<file path="config.mk">
export PLATFORM = sky130hd
export DESIGN_NAME = gnss_nmea_ubx_deframer
export DESIGN_NICKNAME = d
export VERILOG_FILES = /design/src/design/gnssdf_pkg.sv /design/src/design/gnssdf_parser.sv /design/src/design/gnssdf_out_fifo.sv /design/src/design/gnss_nmea_ubx_deframer.sv
export VERILOG_INCLUDE_DIRS = /design/src /design/src/design
export SDC_FILE = /design/constraint.sdc
export NUM_CORES = 1
export LEC_CHECK = 0
export BUFFER_PORTS_ARGS = -buffer_cell sky130_fd_sc_hd__buf_2
export CAP_MARGIN = 20
export CORE_ASPECT_RATIO = 0.5
export CORE_MARGIN = 2
export CORE_UTILIZATION = 40
export DETAILED_ROUTE_END_ITERATION = 7
export SLEW_MARGIN = 20
export SYNTH_ARGS = -nofsm -noshare
export SYNTH_HDL_FRONTEND = slang
export SYNTH_SLANG_ARGS = --single-unit
export TNS_END_PERCENT = 100
</file>
<file path="constraint.sdc">
create_clock -name clk -period 5.64 [get_ports clk]
set_clock_uncertainty 0.15 [all_clocks]
set_input_delay 1.692 -clock clk [delete_from_list [all_inputs] [get_ports clk]]
set_output_delay 1.692 -clock clk [all_outputs]
set_load 0.05 [all_outputs]
</file>
<file path="src/design/gnss_nmea_ubx_deframer_assert.svh">
// assertion macros for the gnss nmea/ubx deframer
`ifndef GNSS_NMEA_UBX_DEFRAMER_ASSERT_SVH
`define GNSS_NMEA_UBX_DEFRAMER_ASSERT_SVH

`ifndef ASSERT_OFF
`define GND_ASSERT(label, clock, reset, prop) \
  label: assert property (@(posedge clock) disable iff (reset) prop) \
    else $error("deframer assertion failed");
`define GND_ASSERT_NEVER(label, clock, reset, cond) \
  label: assert property (@(posedge clock) disable iff (reset) !(cond)) \
    else $error("deframer forbidden condition seen");
`else
`define GND_ASSERT(label, clock, reset, prop)
`define GND_ASSERT_NEVER(label, clock, reset, cond)
`endif

`endif

</file>
<file path="src/design/gnssdf_pkg.sv">
// shared types and constants for the gnss nmea/ubx deframer
package gnssdf_pkg;

  localparam int SENTENCE_CAPACITY_DEF = 128;
  localparam int OUT_DEPTH = 4;

  localparam logic [15:0] PVT_LEN_RESET = 16'd92;
  localparam logic [15:0] HP_LEN_RESET  = 16'd36;

  localparam int CFG_INDEX_W = 1;
  localparam logic [CFG_INDEX_W-1:0] CFG_PVT_LEN = 1'b0;
  localparam logic [CFG_INDEX_W-1:0] CFG_HP_LEN  = 1'b1;

  typedef enum logic [1:0] {
    EV_NMEA_GOOD = 2'd0,
    EV_NMEA_BAD  = 2'd1,
    EV_UBX_GOOD  = 2'd2
  } event_kind_t;

  localparam logic [1:0] SC_OTHER = 2'd0;
  localparam logic [1:0] SC_GGA   = 2'd1;
  localparam logic [1:0] SC_RMC   = 2'd2;

  localparam logic [7:0] UBX_SYNC_A   = 8'hB5;
  localparam logic [7:0] UBX_SYNC_B   = 8'h62;
  localparam logic [7:0] CLASS_NAV    = 8'h01;
  localparam logic [7:0] ID_PVT       = 8'h07;
  localparam logic [7:0] ID_HPPOS     = 8'h14;
  localparam logic [7:0] ID_DOP       = 8'h04;
  localparam logic [7:0] ID_SAT       = 8'h35;
  localparam logic [15:0] DOP_LEN     = 16'd18;
  localparam logic [15:0] SAT_HEAD_LEN = 16'd8;
  localparam logic [3:0] SAT_REC_LAST  = 4'd11;
  localparam logic [3:0] SAT_SIG_POS   = 4'd2;
  localparam logic [3:0] SAT_FLAG_POS  = 4'd8;
  localparam logic [7:0] SAT_USED_MASK = 8'h08;

  typedef struct packed {
    logic [15:0] pvt_len;
    logic [15:0] hp_len;
  } cfg_t;

  typedef struct packed {
    logic [31:0] ubx_good_total;
    logic [31:0] nmea_bad_total;
    logic [31:0] nmea_good_total;
    logic [7:0]  used_satellites;
    logic [7:0]  best_signal;
    logic [15:0] payload_length;
    logic [7:0]  frame_id;
    logic [1:0]  sentence_code;
    event_kind_t event_kind;
  } result_t;

endpackage

</file>
<file path="src/design/gnssdf_parser.sv">
// byte parser: nmea/ubx framing state, checksums and event generation
module gnssdf_parser #(
  parameter int SentenceCapacity = gnssdf_pkg::SENTENCE_CAPACITY_DEF
) (
  input  logic               clk,
  input  logic               rst,
  input  gnssdf_pkg::cfg_t   cfg,
  input  logic               byte_valid,
  input  logic [7:0]         rx_byte,
  output logic               res_valid,
  output gnssdf_pkg::result_t res
);

  localparam int CountW = $clog2(SentenceCapacity + 1);
  localparam logic [CountW-1:0] CountMax = CountW'(SentenceCapacity);

  typedef enum logic [3:0] {
    PH_IDLE, PH_NMEA_TYPE, PH_NMEA_DATA, PH_NMEA_CK1, PH_NMEA_CK2,
    PH_UBX_SYNC2, PH_UBX_CLASS, PH_UBX_ID, PH_UBX_LEN1, PH_UBX_LEN2,
    PH_UBX_PAYLOAD, PH_UBX_CKA, PH_UBX_CKB
  } phase_t;

  function automatic logic [7:0] hex_digit(input logic [7:0] b);
    if (b >= 8'h41) begin
      return b - 8'h41 + 8'd10;
    end
    return b - 8'h30;
  endfunction

  phase_t phase, phase_next;
  logic [7:0] xor_sum, xor_sum_next;
  logic [CountW-1:0] body_count, body_count_next;
  logic [7:0] head_chars [5];
  logic [7:0] head_chars_next [5];
  logic [7:0] given_high, given_high_next;
  logic [7:0] msg_class, msg_class_next;
  logic [7:0] msg_id, msg_id_next;
  logic [15:0] msg_length, msg_length_next;
  logic [15:0] payload_index, payload_index_next;
  logic [7:0] sum_a, sum_a_next;
  logic [7:0] sum_b, sum_b_next;
  logic [3:0] record_pos, record_pos_next;
  logic [7:0] max_signal, max_signal_next;
  logic [7:0] used_count, used_count_next;
  logic [31:0] good_nmea, good_nmea_next;
  logic [31:0] bad_nmea, bad_nmea_next;
  logic [31:0] good_ubx, good_ubx_next;

  logic [7:0] fl_a, fl_b;
  logic [7:0] rx_digit;
  logic [8:0] given_sum;
  logic [15:0] full_length;
  logic       header_ok;
  logic [1:0] sentence_code;
  logic [15:0] index_inc;

  assign fl_a        = sum_a + rx_byte;
  assign fl_b        = sum_b + fl_a;
  assign rx_digit    = hex_digit(rx_byte);
  assign given_sum   = {1'b0, given_high} + {1'b0, rx_digit};
  assign full_length = {rx_byte, msg_length[7:0]};
  assign index_inc   = payload_index + 16'd1;

  always_comb begin
    header_ok = 1'b0;
    if (msg_class == gnssdf_pkg::CLASS_NAV) begin
      case (msg_id)
        gnssdf_pkg::ID_PVT:   header_ok = (full_length == cfg.pvt_len);
        gnssdf_pkg::ID_HPPOS: header_ok = (full_length == cfg.hp_len);
        gnssdf_pkg::ID_DOP:   header_ok = (full_length == gnssdf_pkg::DOP_LEN);
        gnssdf_pkg::ID_SAT:   header_ok = 1'b1;
        default:              header_ok = 1'b0;
      endcase
    end
  end

  // talker G[PNABL] followed by GGA or RMC
  always_comb begin
    logic talker_ok;
    talker_ok = (head_chars[1] == "P") || (head_chars[1] == "N") ||
                (head_chars[1] == "A") || (head_chars[1] == "B") ||
                (head_chars[1] == "L");
    sentence_code = gnssdf_pkg::SC_OTHER;
    if (body_count >= CountW'(5) && head_chars[0] == "G" && talker_ok) begin
      if (head_chars[2] == "G" && head_chars[3] == "G" && head_chars[4] == "A") begin
        sentence_code = gnssdf_pkg::SC_GGA;
      end else if (head_chars[2] == "R" && head_chars[3] == "M" &&
                   head_chars[4] == "C") begin
        sentence_code = gnssdf_pkg::SC_RMC;
      end
    end
  end

  always_comb begin
    phase_next         = phase;
    xor_sum_next       = xor_sum;
    body_count_next    = body_count;
    head_chars_next    = head_chars;
    given_high_next    = given_high;
    msg_class_next     = msg_class;
    msg_id_next        = msg_id;
    msg_length_next    = msg_length;
    payload_index_next = payload_index;
    sum_a_next         = sum_a;
    sum_b_next         = sum_b;
    record_pos_next    = record_pos;
    max_signal_next    = max_signal;
    used_count_next    = used_count;
    good_nmea_next     = good_nmea;
    bad_nmea_next      = bad_nmea;
    good_ubx_next      = good_ubx;
    res_valid          = 1'b0;
    res                = '0;

    if (byte_valid) begin
      unique case (phase)
        PH_IDLE: begin
          if (rx_byte == "$") begin
            xor_sum_next    = '0;
            body_count_next = '0;
            phase_next      = PH_NMEA_TYPE;
          end else if (rx_byte == gnssdf_pkg::UBX_SYNC_A) begin
            phase_next = PH_UBX_SYNC2;
          end
        end
        PH_NMEA_TYPE, PH_NMEA_DATA: begin
          if (rx_byte == "$") begin
            xor_sum_next    = '0;
            body_count_next = '0;
            phase_next      = PH_NMEA_TYPE;
          end else if (rx_byte == "*") begin
            phase_next = PH_NMEA_CK1;
          end else begin
            xor_sum_next = xor_sum ^ rx_byte;
            if (body_count < CountMax) begin
              for (int i = 0; i < 5; i++) begin
                if (body_count == CountW'(i)) begin
                  head_chars_next[i] = rx_byte;
                end
              end
              body_count_next = body_count + CountW'(1);
            end
            if (rx_byte == ",") begin
              phase_next = PH_NMEA_DATA;
            end
          end
        end
        PH_NMEA_CK1: begin
          given_high_next = {rx_digit[3:0], 4'b0000};
          phase_next      = PH_NMEA_CK2;
        end
        PH_NMEA_CK2: begin
          res_valid = 1'b1;
          if (given_sum == {1'b0, xor_sum}) begin
            good_nmea_next    = good_nmea + 32'd1;
            res.event_kind    = gnssdf_pkg::EV_NMEA_GOOD;
            res.sentence_code = sentence_code;
          end else begin
            bad_nmea_next  = bad_nmea + 32'd1;
            res.event_kind = gnssdf_pkg::EV_NMEA_BAD;
          end
          res.nmea_good_total = good_nmea_next;
          res.nmea_bad_total  = bad_nmea_next;
          res.ubx_good_total  = good_ubx;
          phase_next          = PH_IDLE;
        end
        PH_UBX_SYNC2: begin
          phase_next = (rx_byte == gnssdf_pkg::UBX_SYNC_B) ? PH_UBX_CLASS : PH_IDLE;
        end
        PH_UBX_CLASS: begin
          msg_class_next = rx_byte;
          sum_a_next     = rx_byte;
          sum_b_next     = rx_byte;
          phase_next     = PH_UBX_ID;
        end
        PH_UBX_ID: begin
          msg_id_next = rx_byte;
          sum_a_next  = fl_a;
          sum_b_next  = fl_b;
          phase_next  = PH_UBX_LEN1;
        end
        PH_UBX_LEN1: begin
          msg_length_next = {8'h00, rx_byte};
          sum_a_next      = fl_a;
          sum_b_next      = fl_b;
          phase_next      = PH_UBX_LEN2;
        end
        PH_UBX_LEN2: begin
          msg_length_next    = full_length;
          sum_a_next         = fl_a;
          sum_b_next         = fl_b;
          payload_index_next = '0;
          record_pos_next    = '0;
          if (!header_ok) begin
            phase_next = PH_IDLE;
          end else begin
            if (msg_id == gnssdf_pkg::ID_SAT) begin
              max_signal_next = '0;
              used_count_next = '0;
            end
            phase_next = (full_length != 16'd0) ? PH_UBX_PAYLOAD : PH_UBX_CKA;
          end
        end
        PH_UBX_PAYLOAD: begin
          sum_a_next = fl_a;
          sum_b_next = fl_b;
          // satellite records start after the 8-byte header, 12 bytes each
          if (msg_class == gnssdf_pkg::CLASS_NAV && msg_id == gnssdf_pkg::ID_SAT &&
              payload_index >= gnssdf_pkg::SAT_HEAD_LEN) begin
            if (record_pos == gnssdf_pkg::SAT_SIG_POS) begin
              if (rx_byte > max_signal) begin
                max_signal_next = rx_byte;
              end
            end else if (record_pos == gnssdf_pkg::SAT_FLAG_POS) begin
              if ((rx_byte & gnssdf_pkg::SAT_USED_MASK) != 8'h00 &&
                  used_count != 8'hFF) begin
                used_count_next = used_count + 8'd1;
              end
            end
            record_pos_next = (record_pos >= gnssdf_pkg::SAT_REC_LAST) ?
                              4'd0 : record_pos + 4'd1;
          end
          payload_index_next = index_inc;
          if (index_inc >= msg_length) begin
            phase_next = PH_UBX_CKA;
          end
        end
        PH_UBX_CKA: begin
          phase_next = (rx_byte == sum_a) ? PH_UBX_CKB : PH_IDLE;
        end
        PH_UBX_CKB: begin
          phase_next = PH_IDLE;
          if (rx_byte == sum_b) begin
            good_ubx_next       = good_ubx + 32'd1;
            res_valid           = 1'b1;
            res.event_kind      = gnssdf_pkg::EV_UBX_GOOD;
            res.frame_id        = msg_id;
            res.payload_length  = msg_length;
            if (msg_id == gnssdf_pkg::ID_SAT) begin
              res.best_signal     = max_signal;
              res.used_satellites = used_count;
            end
            res.nmea_good_total = good_nmea;
            res.nmea_bad_total  = bad_nmea;
            res.ubx_good_total  = good_ubx_next;
          end
        end
        default: begin
          phase_next = PH_IDLE;
        end
      endcase
    end
  end

  always_ff @(posedge clk) begin
    if (rst) begin
      phase         <= PH_IDLE;
      xor_sum       <= '0;
      body_count    <= '0;
      for (int i = 0; i < 5; i++) begin
        head_chars[i] <= '0;
      end
      given_high    <= '0;
      msg_class     <= '0;
      msg_id        <= '0;
      msg_length    <= '0;
      payload_index <= '0;
      sum_a         <= '0;
      sum_b         <= '0;
      record_pos    <= '0;
      max_signal    <= '0;
      used_count    <= '0;
      good_nmea     <= '0;
      bad_nmea      <= '0;
      good_ubx      <= '0;
    end else begin
      phase         <= phase_next;
      xor_sum       <= xor_sum_next;
      body_count    <= body_count_next;
      head_chars    <= head_chars_next;
      given_high    <= given_high_next;
      msg_class     <= msg_class_next;
      msg_id        <= msg_id_next;
      msg_length    <= msg_length_next;
      payload_index <= payload_index_next;
      sum_a         <= sum_a_next;
      sum_b         <= sum_b_next;
      record_pos    <= record_pos_next;
      max_signal    <= max_signal_next;
      used_count    <= used_count_next;
      good_nmea     <= good_nmea_next;
      bad_nmea      <= bad_nmea_next;
      good_ubx      <= good_ubx_next;
    end
  end

endmodule

</file>
<file path="src/design/gnssdf_out_fifo.sv">
// small result queue in front of the output stream
module gnssdf_out_fifo (
  input  logic                clk,
  input  logic                rst,
  input  logic                push,
  input  gnssdf_pkg::result_t push_data,
  output logic [$clog2(gnssdf_pkg::OUT_DEPTH+1)-1:0] level,
  output logic                out_valid,
  input  logic                out_ready,
  output gnssdf_pkg::result_t out_data
);

  localparam int PtrW = $clog2(gnssdf_pkg::OUT_DEPTH);
  localparam int LevelW = $clog2(gnssdf_pkg::OUT_DEPTH + 1);

  gnssdf_pkg::result_t entries [gnssdf_pkg::OUT_DEPTH];
  logic [PtrW-1:0] wr_ptr;
  logic [PtrW-1:0] rd_ptr;
  logic            pop;

  assign out_valid = (level != '0);
  assign out_data  = entries[rd_ptr];
  assign pop       = out_valid && out_ready;

  always_ff @(posedge clk) begin
    if (push) begin
      entries[wr_ptr] <= push_data;
    end
  end

  always_ff @(posedge clk) begin
    if (rst) begin
      wr_ptr <= '0;
      rd_ptr <= '0;
      level  <= '0;
    end else begin
      if (push) begin
        wr_ptr <= wr_ptr + PtrW'(1);
      end
      if (pop) begin
        rd_ptr <= rd_ptr + PtrW'(1);
      end
      level <= level + LevelW'(push) - LevelW'(pop);
    end
  end

endmodule

</file>
<file path="src/design/gnss_nmea_ubx_deframer.sv">
// top level of the gnss nmea/ubx deframer
//
//   channel  dir  handshake          payload
//   s_       in   s_tvalid/s_tready  s_tdata[7:0] rx_byte
//   m_       out  m_tvalid/m_tready  m_tuser event_kind, m_tdata result fields
//   cfg_     in   cfg_we             cfg_index, cfg_data
//
// one byte per clock while s_tready is high; a result reaches m_ once it is queued
// the byte register feeds the parser, whose result goes into a 4-entry queue
// s_tready falls only when the queue plus the byte in flight would fill it
// rst is synchronous and clears all control state and counters
module gnss_nmea_ubx_deframer #(
  parameter int SentenceCapacity = gnssdf_pkg::SENTENCE_CAPACITY_DEF
) (
  input  logic         clk,
  input  logic         rst,
  input  logic         s_tvalid,
  output logic         s_tready,
  input  logic [7:0]   s_tdata,   // [7:0] rx_byte
  output logic         m_tvalid,
  input  logic         m_tready,
  // [1:0] sentence_code, [9:2] frame_id, [25:10] payload_length,
  // [33:26] best_signal, [41:34] used_satellites, [73:42] nmea_good_total,
  // [105:74] nmea_bad_total, [137:106] ubx_good_total, [143:138] zero
  output logic [143:0] m_tdata,
  output logic [1:0]   m_tuser,   // [1:0] event_kind
  input  logic         cfg_we,
  input  logic [gnssdf_pkg::CFG_INDEX_W-1:0] cfg_index,
  input  logic [15:0]  cfg_data
);

  localparam int LevelW = $clog2(gnssdf_pkg::OUT_DEPTH + 1);

  gnssdf_pkg::cfg_t    cfg;
  gnssdf_pkg::result_t res;
  gnssdf_pkg::result_t head;
  logic                res_valid;
  logic                in_valid;
  logic [7:0]          in_byte;
  logic [LevelW-1:0]   level;
  logic                out_pop;
  logic                queue_full;

  always_ff @(posedge clk) begin
    if (rst) begin
      cfg.pvt_len <= gnssdf_pkg::PVT_LEN_RESET;
      cfg.hp_len  <= gnssdf_pkg::HP_LEN_RESET;
    end else if (cfg_we) begin
      unique case (cfg_index)
        gnssdf_pkg::CFG_PVT_LEN: cfg.pvt_len <= cfg_data;
        gnssdf_pkg::CFG_HP_LEN:  cfg.hp_len  <= cfg_data;
        default: ;
      endcase
    end
  end

  // room for the byte in flight and the one being offered
  assign s_tready = ((level + LevelW'(in_valid)) < LevelW'(gnssdf_pkg::OUT_DEPTH));

  always_ff @(posedge clk) begin
    if (rst) begin
      in_valid <= 1'b0;
    end else begin
      in_valid <= s_tvalid && s_tready;
    end
  end

  always_ff @(posedge clk) begin
    if (s_tvalid && s_tready) begin
      in_byte <= s_tdata;
    end
  end

  gnssdf_parser #(
    .SentenceCapacity(SentenceCapacity)
  ) u_parser (
    .clk        (clk),
    .rst        (rst),
    .cfg        (cfg),
    .byte_valid (in_valid),
    .rx_byte    (in_byte),
    .res_valid  (res_valid),
    .res        (res)
  );

  gnssdf_out_fifo u_out_fifo (
    .clk       (clk),
    .rst       (rst),
    .push      (res_valid),
    .push_data (res),
    .level     (level),
    .out_valid (m_tvalid),
    .out_ready (m_tready),
    .out_data  (head)
  );

  assign m_tuser = head.event_kind;
  assign m_tdata = {6'b000000, head.ubx_good_total, head.nmea_bad_total,
                    head.nmea_good_total, head.used_satellites, head.best_signal,
                    head.payload_length, head.frame_id, head.sentence_code};

  assign out_pop    = m_tvalid && m_tready;
  assign queue_full = (level == LevelW'(gnssdf_pkg::OUT_DEPTH));

`include "gnss_nmea_ubx_deframer_assert.svh"

  `GND_ASSERT_NEVER(a_no_overflow, clk, rst, res_valid && !out_pop && queue_full)
  `GND_ASSERT(a_pop_drains, clk, rst, (out_pop && !res_valid) |=> level == $past(level) - 3'd1)
  `GND_ASSERT(a_kind_legal, clk, rst, m_tvalid |-> (m_tuser <= 2'(gnssdf_pkg::EV_UBX_GOOD)))

endmodule

</file>
==> run metrics <==
Post-synth top flop edfxtp_1; WS Path Type register to register; worst slew pin tran 1.06 ns; area leader, netlist edfxtp_1; CP Launch Point in_byte[4]$_DFFE_PP_; R2R Setup Slk ~0.44 ns; worst hold path class register to register; wire per inst slightly above 20 um; CP top delay family compound AO/OA/AOI/OAI gates; CTS clk-pin slew, worst paths 0.07 ns; All-Layer GR Usage 19.0%; # DRC 0; CP max stage cell fa_1; Final HPWL DP 60,700 um; DIE HEIGHT 222 um; Root Driver clkbuf_16; largest cells by area after synthesis edfxtp_1 (45%), dfxtp_1 (15%), mux4_2 (8.3%); largest net degree at the start of global routing 118; static leakage 14.2 nW; Post-CTS Setup Inserts 0; Initial DRT Pass Iterations 6; post-layout min period between 5 and 6 ns; Post-synth top cells edfxtp_1 (568), nand2_1 (309), nor2_1 (299); Top Ports 178; cts hold-fix bufs 0; Min Hold Slack approximately 0.3 ns; yosys warns 0; Critical Path Source Type register; Buf+Inv Stages, Crit Path 4; Synth async-reset ratio 0%; Max-Slew Margin vs Limit ~29%; clk_lat worst skew 0.65 ns; most common cell in the netlist edfxtp_1; vias in the first global route 25.0k; DR iter-0 viols 2,265; final hold vios 0; PostCTS Resize Cnt 0; grt ovf 0; Worst setup EP type register; mean post-synth cell area 12.1 um^2; CTS buffer count 80; Cells after Synth roughly 3.2k; pre-CTS setup slack 0.342 ns; Max FO, Critical Path 48; FF-to-FF path depth 20; Num Clock Sinks 854; EDFF count, synth between 500 and 600; pwr dens 344 nW/um^2; status finished, final reports clean; register area share after synthesis 59.7%; max frequency 192 MHz; DIE AREA 98,000 um^2; flops & latches, synth 854; IO Port Bufs 171; Site Rows 80; fraction of synthesized cell area taken by the top area cell type 44.7%; Die Wd 441 um; Setup TNS Final 0 ns; Core Box Area 94,900 um^2; initial antenna violation count 8; Setup-failing EPs final 0; CTS tree done; Hold Path Depth 2; P&R area growth vs syn 13.4%; unrepaired setup endpoints after global routing false; Initial Util 40.2%; WP data required 5.91 ns; first-pass GRT wire length roughly 150,000 um; layout cell share with drive strength beyond 1 16.2%; Vias roughly 26k; Worst VDD drop 0.000250 V; drt total wl 94,100 um; mapped cell area 38,100 um^2; post-synthesis cell type count 86; crit-path max cell delay 0.44 ns; maxcap violations 0; Post-DRT Antenna Nets 0; worst r2r src in_byte[4]$_DFFE_PP_; Longest Clk Path Bufs 3; Crit path depth 20; min-delay src u_parser.msg_length[15]$_SDFFE_PP0P_; Core Util, Final a little under half; critical-path cell list inv_1 -> ha_1 -> nand2b_1 -> a21oi_1 -> or2_2 -> a211oi_1 -> xnor2_1 -> ha_1 -> inv_1 -> fa_1 -> xnor2_1 -> a2111oi_2 -> o311ai_1 -> a211oi_2 -> buf_4 -> nand3_2 -> buf_12 -> nor2_1 -> a21oi_1 -> a311oi_2; vias per inst approximately 5.6; Period Utilization, post-route 92.2%; Net count, final 3,377; gpl congestion 0.831; Worst EP arrival ~5.5 ns; H-tree depth 3; Final WS setup 0.441 ns; max-slew violation total from the final report 0
-- per-layer routing --
metal	routed length [um]	track usage, %	vias up
met3	5210	3.79	129
met4	1730	4.67	10
met1	42900	26.9	12900
met2	44300	30.1	675
li1	-	-	12000
met5	59	0	-
-- sequential cells by signal (all words and copies together) (netlist names), 16 cells and up, named ones only --
register / flops
cfg: 32
u_out_fifo.entries: 560
u_parser.bad_nmea: 32
u_parser.good_nmea: 32
u_parser.good_ubx: 32
u_parser.head_chars: 40
u_parser.msg_length: 16
u_parser.payload_index: 16
-- report_power, final --
group | switching [mW] | total [mW] | internal [mW]
combinational | 1.63 | 2.46 | 0.834
sequential | 0.0995 | 6.74 | 6.64
clock | 2.39 | 5.66 | 3.27
total | 4.11 | 14.9 | 10.8
-- worst register-to-register path, cell delays in order, from the launching register on --
cell and delay, ns:
edfxtp_1 0.38, inv_1 0.11, ha_1 0.18, nand2b_1 0.19, a21oi_1 0.11, or2_2 0.35, a211oi_1 0.31, xnor2_1 0.17
ha_1 0.19, inv_1 0.06, fa_1 0.44, xnor2_1 0.15, a2111oi_2 0.29, o311ai_1 0.17, a211oi_2 0.21, buf_4 0.19
nand3_2 0.24, buf_12 0.27, nor2_1 0.28, a21oi_1 0.13, a311oi_2 0.39
-- layout make-up --
class	count	area, um^2
fill	8607	51600
sequential	854	22800
multi-input combinational	2035	14300
clock buffer	107	2280
tap	1271	1590
timing repair buffer	236	1540
clock inverter	42	459
inverter	66	248
antenna	2	5.00
-- final timing paths --
kind                                                        endpoint
worst max-delay path             u_out_fifo.entries[0][46]$_DFFE_PP_
worst min-delay path            u_parser.msg_length[15]$_SDFFE_PP0P_
worst max register to register   u_out_fifo.entries[0][46]$_DFFE_PP_
worst min register to register  u_parser.msg_length[15]$_SDFFE_PP0P_
-- cells by family (layout without fill, tap and decap cells) --
family	after synthesis	count (layout)	synth area share (%)
simple gates	1129	1129	14.4
compound gates	518	518	8.33
mux	165	165	8.93
fa+ha+maj	74	74	2.51
other cells	1	8	0.00983
xor+xnor	143	143	3.28
flops	854	854	59.7
buf+inv	272	451	2.84
-- layout by cell type (no fill, tap or decap), types with 19 or more instances in the layout --
master     count
a21oi_1      207
a22oi_1       24
a311oi_1      24
a31oi_1       19
and2_1        21
and3_1        58
buf_2        170
buf_4         50
clkbuf_16     87
dfxtp_1      284
edfxtp_1     568
ha_1          70
inv_1         65
mux2i_1       24
mux4_2       140
nand2_1      307
nand3_1      144
nand4_1       44
nor2_1       299
nor2b_1       20
nor3_1        47
nor4_1        40
o21ai_0      116
or3_1         43
or4_1         20
xnor2_1       75
xor2_1        68
-- through the flow --
step	cell area, um^2	total power [mW]	instances
after floorplan	38200	8.75	3161
after global placement	40500	9.38	4462
after detailed placement	40500	9.39	4462
after CTS	43200	15.0	4611
after global routing	43300	15.4	4613
final	43300	14.9	4613
Note: power is estimated with default switching activity, not from simulation.
